==> config.mk <==
export PLATFORM = sky130hd
export DESIGN_NAME = lap_ram
export DESIGN_NICKNAME = d
export VERILOG_FILES = /design/src/sv/lap_ram.sv
export SDC_FILE = /design/constraint.sdc
export NUM_CORES = 1
export LEC_CHECK = 0
export BUFFER_PORTS_ARGS = -buffer_cell sky130_fd_sc_hd__buf_4
export CAP_MARGIN = 30
export CORE_MARGIN = 2
export CORE_UTILIZATION = 45
export CTS_CLUSTER_SIZE = 24
export DETAILED_ROUTE_END_ITERATION = 10
export GPL_ROUTABILITY_DRIVEN = 1
export HOLD_SLACK_MARGIN = 0.1
export SYNTH_ARGS = -nofsm -noshare
export SYNTH_HDL_FRONTEND = slang
export SYNTH_SLANG_ARGS = --single-unit
==> constraint.sdc <==
create_clock -name clk -period 2.75 [get_ports clk]
set_clock_uncertainty 0.15 [all_clocks]
set_input_delay 0.1375 -clock clk [delete_from_list [all_inputs] [get_ports clk]]
set_output_delay 0.1375 -clock clk [all_outputs]
set_load 0.005 [all_outputs]
==> src/sv/lap_ram.sv <==
module lap_ram #(
  parameter int WIDTH = 16,
  parameter int DEPTH = 16,
  localparam int ADDR_W = (DEPTH > 1) ? $clog2(DEPTH) : 1
) (
  input  logic              clk,
  input  logic              wr_en,
  input  logic [ADDR_W-1:0] wr_addr,
  input  logic [WIDTH-1:0]  wr_data,
  input  logic [ADDR_W-1:0] rd_addr,
  output logic [WIDTH-1:0]  rd_data
);

  logic [WIDTH-1:0] mem [DEPTH];

  always_ff @(posedge clk) begin
    if (wr_en) mem[wr_addr] <= wr_data;
    rd_data <= mem[rd_addr];
  end

endmodule

Word level (Yosys, flattened, before mapping)
Memories as Yosys holds them, arrays and structs flattened. A register that Yosys moved wholly into a read port is not among the register bits. Cells that the tools add are included.

Output and inout bits: 16. Memories: 1. Bits in registers: 0. Memory bits (writable): 256. Input port bits: 26.

Mux-type cells: 2.

Memory list: mem (words 16, width 16, rd ports 1, clocked after memory_dff 1, write ports 1, RTL line 14) `logic [WIDTH-1:0] mem [DEPTH];`.

Operator list (number): two-way mux 1 bit (2).

Depth between registers and ports, before layout
Depth after elaboration: 2. Mapped depth: 5.

Least setup slack after synthesis
Ideal clock, no wire load.

Path type: in2reg. From: input wr_addr[2]. To: memory mem[0][0], enable pin. Arrival: 1.783 ns. Buffers on the path: 0. Cell stages on the path: 2. Path slack: 0.407 ns. Cells stage by stage: or3b_2 nor3_1.

RTL lines: start, declared (RTL line 8) `input logic [ADDR_W-1:0] wr_addr,`; end, declared (RTL line 14).

No word-level cell before the write port.

==> qor.txt <==
=====================================================================================
Syn Std Cell Area ......................................................   0.0100 mm2
Maximum number of pins on one net before global-route repair ...........           28
Clock latency reported for the late side of the worst-skew pair ........       530 ps
Buffers inserted during post-CTS setup optimization ....................            0
Worst-path cell with the longest stage delay ........................... sky130_fd_sc_hd__mux4_1
EDFF count, synth ......................................................          256
Chip height ............................................................       153 um
Biggest area consumer among synthesized cells .......................... sky130_fd_sc_hd__edfxtp_1
Count of vias placed by the detailed router ............................        4,699
Type of the worst setup path ...........................................       in2reg
Most common cell in the synthesized netlist ............................ sky130_fd_sc_hd__edfxtp_1
Number of fill cells ...................................................        1,694
Worst Setup Start Kind .................................................    input pin
Vias in the first global route .........................................        5,008
Number of antenna violations at the first check in global routing ......            0
Ratio of cells with drive above 1 in the final layout ..................        0.328
IO buf count ...........................................................           41
Final Hold Viols .......................................................            0
Shortest clock period the worst path allows after layout ...............      1900 ps
Transition time at the pin with the least slew margin ..................       615 ps
Data required time of the critical path ................................      3020 ps
Cell family with most CP delay ......................................... buffers and inverters
Area taken by flip-flops and latches ...................................  0.00801 mm2
DRT Pass-1 Iters .......................................................            4
Number of buffers inserted during clock tree synthesis .................           27
Initial Util ...........................................................        0.459
Standard cell core area ................................................   0.0219 mm2
CTS tree ...............................................................        built
Row cnt ................................................................           54
Count of routing violations after the opening detailed-route iteration .          451
Longest Clk Path Bufs ..................................................            3
Depth of the worst register-to-register path ...........................            3
Number of pins exceeding their max-slew limit in the final report ......            0
Register bit count reported by yosys ...................................          272
Die area ...............................................................   0.0235 mm2
Drt wl/cell ............................................................      25.4 um
Predominant post-synthesis flop cell ................................... sky130_fd_sc_hd__edfxtp_1
Count of buffer and inverter cells on the critical path ................            3
Signed area change from the synthesized netlist to the final layout ....        19.1%
Achievable frequency ...................................................      525 MHz
Post-synthesis average cell area .......................................     23.2 um2
Most frequent CP cell .................................................. sky130_fd_sc_hd__buf_4
WHS Path Cells .........................................................            4
RSZ-0062 raised after global routing ...................................           no
Number of levels in the clock H-tree ...................................            1
Total area of multi-input combinational cells ..........................  0.00197 mm2
Final-report setup violation count .....................................            0
Summed negative setup slack over all endpoints .........................         0 ps
Ratio of final minimum period to clock period ..........................        0.693
Number of vias per cell ................................................         5.63
Global-route wire length before repair .................................      32.0 mm
Worst-path maximum fanout ..............................................           19
Cells after synthesis ..................................................          432
Slew headroom ..........................................................        0.590
Antenna violation net count after detailed routing .....................            0
Max-cap check violation count ..........................................            0
Worst min-delay path category ..........................................       in2reg
Portion of the post-synthesis area used by sequential elements .........        0.797
Inserted Diodes ........................................................            0
Congestion Overflow GR .................................................            0
Clk slew on worst S/H paths ............................................        60 ps
Portion of synthesized cell area occupied by the leading cell type .....        0.765
Overall Global Routing Usage ...........................................        0.184
Detailed Place HPWL ....................................................      12.1 mm
Post-synthesis cell type count .........................................           19
Most instantiated cells after synthesis ................................ sky130_fd_sc_hd__edfxtp_1 (256), sky130_fd_sc_hd__mux4_2 (54), sky130_fd_sc_hd__a22oi_1 (32)
Leading post-synthesis cells by cell area .............................. sky130_fd_sc_hd__edfxtp_1 (77%), sky130_fd_sc_hd__mux4_2 (12%), sky130_fd_sc_hd__dfxtp_1 (3.2%)
Net count of the finished layout .......................................          560
Number of design rule violations left after detail routing .............            0
Maximum single-stage delay on the critical path ........................       600 ps
Crit path depth ........................................................            6
Total Routed Length ....................................................      21.2 mm
Critical Path End Type .................................................         flop
Power density relative to cell area ....................................   715 mW/mm2
Die extent in x ........................................................       153 um
Outcome ................................................................ finished, final reports clean
Worst-path cell chain .................................................. dlygate4sd3_1, buf_4, buf_4, mux4_1, a22oi_1, nand2_1
Synthesis warning total ................................................            0
Routability congestion estimate from global placement ..................        0.769
Area after DPL .........................................................   0.0109 mm2
Synthesized netlist net count ..........................................          458
Leakage power of the design ............................................      3.95 nW
Data arrival, critical path ............................................      2170 ps
Final non-filler cell area .............................................   0.0120 mm2
Clock sinks ............................................................          272
Total I/O pin count ....................................................           42
Clk Tree Root Cell ..................................................... sky130_fd_sc_hd__clkbuf_16
Share of async-settable or async-resettable flops after synthesis ......            0
Peak supply drop .......................................................     0.373 mV
=====================================================================================
report_power, final:
part	switching (mW)	total [mW]	internal [mW]	leakage (nW)
clock network	1.42	3.43	2.01	0.411
logic	0.242	0.463	0.221	1.09
registers	0.0288	4.66	4.63	2.45
per-stage QoR:
step,setup WS (ps),std cells,hold slack [ps],total power [mW],utilization
2_1_floorplan,407,432,86.4,4.97,-
3_3_place_gp,822,763,281,5.18,0.498
4_1_cts,806,835,112,8.63,0.546
6_report,845,835,113,8.55,0.546
5_1_grt,712,835,140,8.85,0.546
3_5_place_dp,813,763,290,5.20,0.498
tightest hold or removal path, stage by stage:
cell,delay (ps)
sky130_fd_sc_hd__buf_4,230
sky130_fd_sc_hd__mux4_2,260
sky130_fd_sc_hd__a22oi_1,60
sky130_fd_sc_hd__nand2_1,60
cell families after synthesis:
family | after synthesis | share of synthesized area
DFF | 272 | 0.797
muxes | 64 | 0.147
and+or+nand+nor | 43 | 0.0192
AOI/OAI and AO/OA | 32 | 0.0239
buffers and inverters | 21 | 0.0123
cells in the final DEF, fill, tap and decap left out, drive strengths merged:
cell / instances
buf: 72
edfxtp: 256
mux4: 64
nand3: 1
clkbuf: 47
and2: 1
nor2: 13
a22oi: 32
nand2: 17
nand2b: 2
nor3: 4
inv: 1
nand3b: 2
dlygate4sd3: 22
dfxtp: 16
or3b: 1
clkinv: 2
nor2b: 2
timing repair:
item	in CTS	in global routing
gates resized for setup	0	0
hold buffers	22	0
endpoints found under the setup margin	0	0
endpoints found under the hold margin	301	0
final cells by class:
type	instances	share of cell area
multi-input cells	139	0.164
clock inverters	3	0.00157
flip-flops and latches	272	0.669
clock buffers	47	0.0686
repair buffers	94	0.0667
well taps	280	0.0293
sequential cells by signal, summed over array words and instances, names as in the netlist:
signal / flops
rd_data: 16
mem: 256
routing by layer:
| metal | vias up | global-route usage | routed length (um) |
|---|---|---|---|
| met5 | - | 0 | 0 |
| met3 | 32 | 0.0252 | 2070 |
| met2 | 196 | 0.298 | 10100 |
| met4 | 0 | 0.0424 | 411 |
| li1 | 2042 | - | - |
| met1 | 2429 | 0.271 | 8640 |
path summary, 6_finish.rpt:
check                                    startpoint            endpoint  slack, ps
worst min-delay path                     rd_addr[1]  rd_data[2]$_DFF_P_        110
worst min register to register  mem[6][2]$_DFFE_PP_  rd_data[2]$_DFF_P_        520
worst max register to register  mem[0][7]$_DFFE_PP_  rd_data[7]$_DFF_P_       1230
worst max-delay path                     rd_addr[0]  rd_data[9]$_DFF_P_        850
Note: power is estimated with default switching activity, not from simulation.
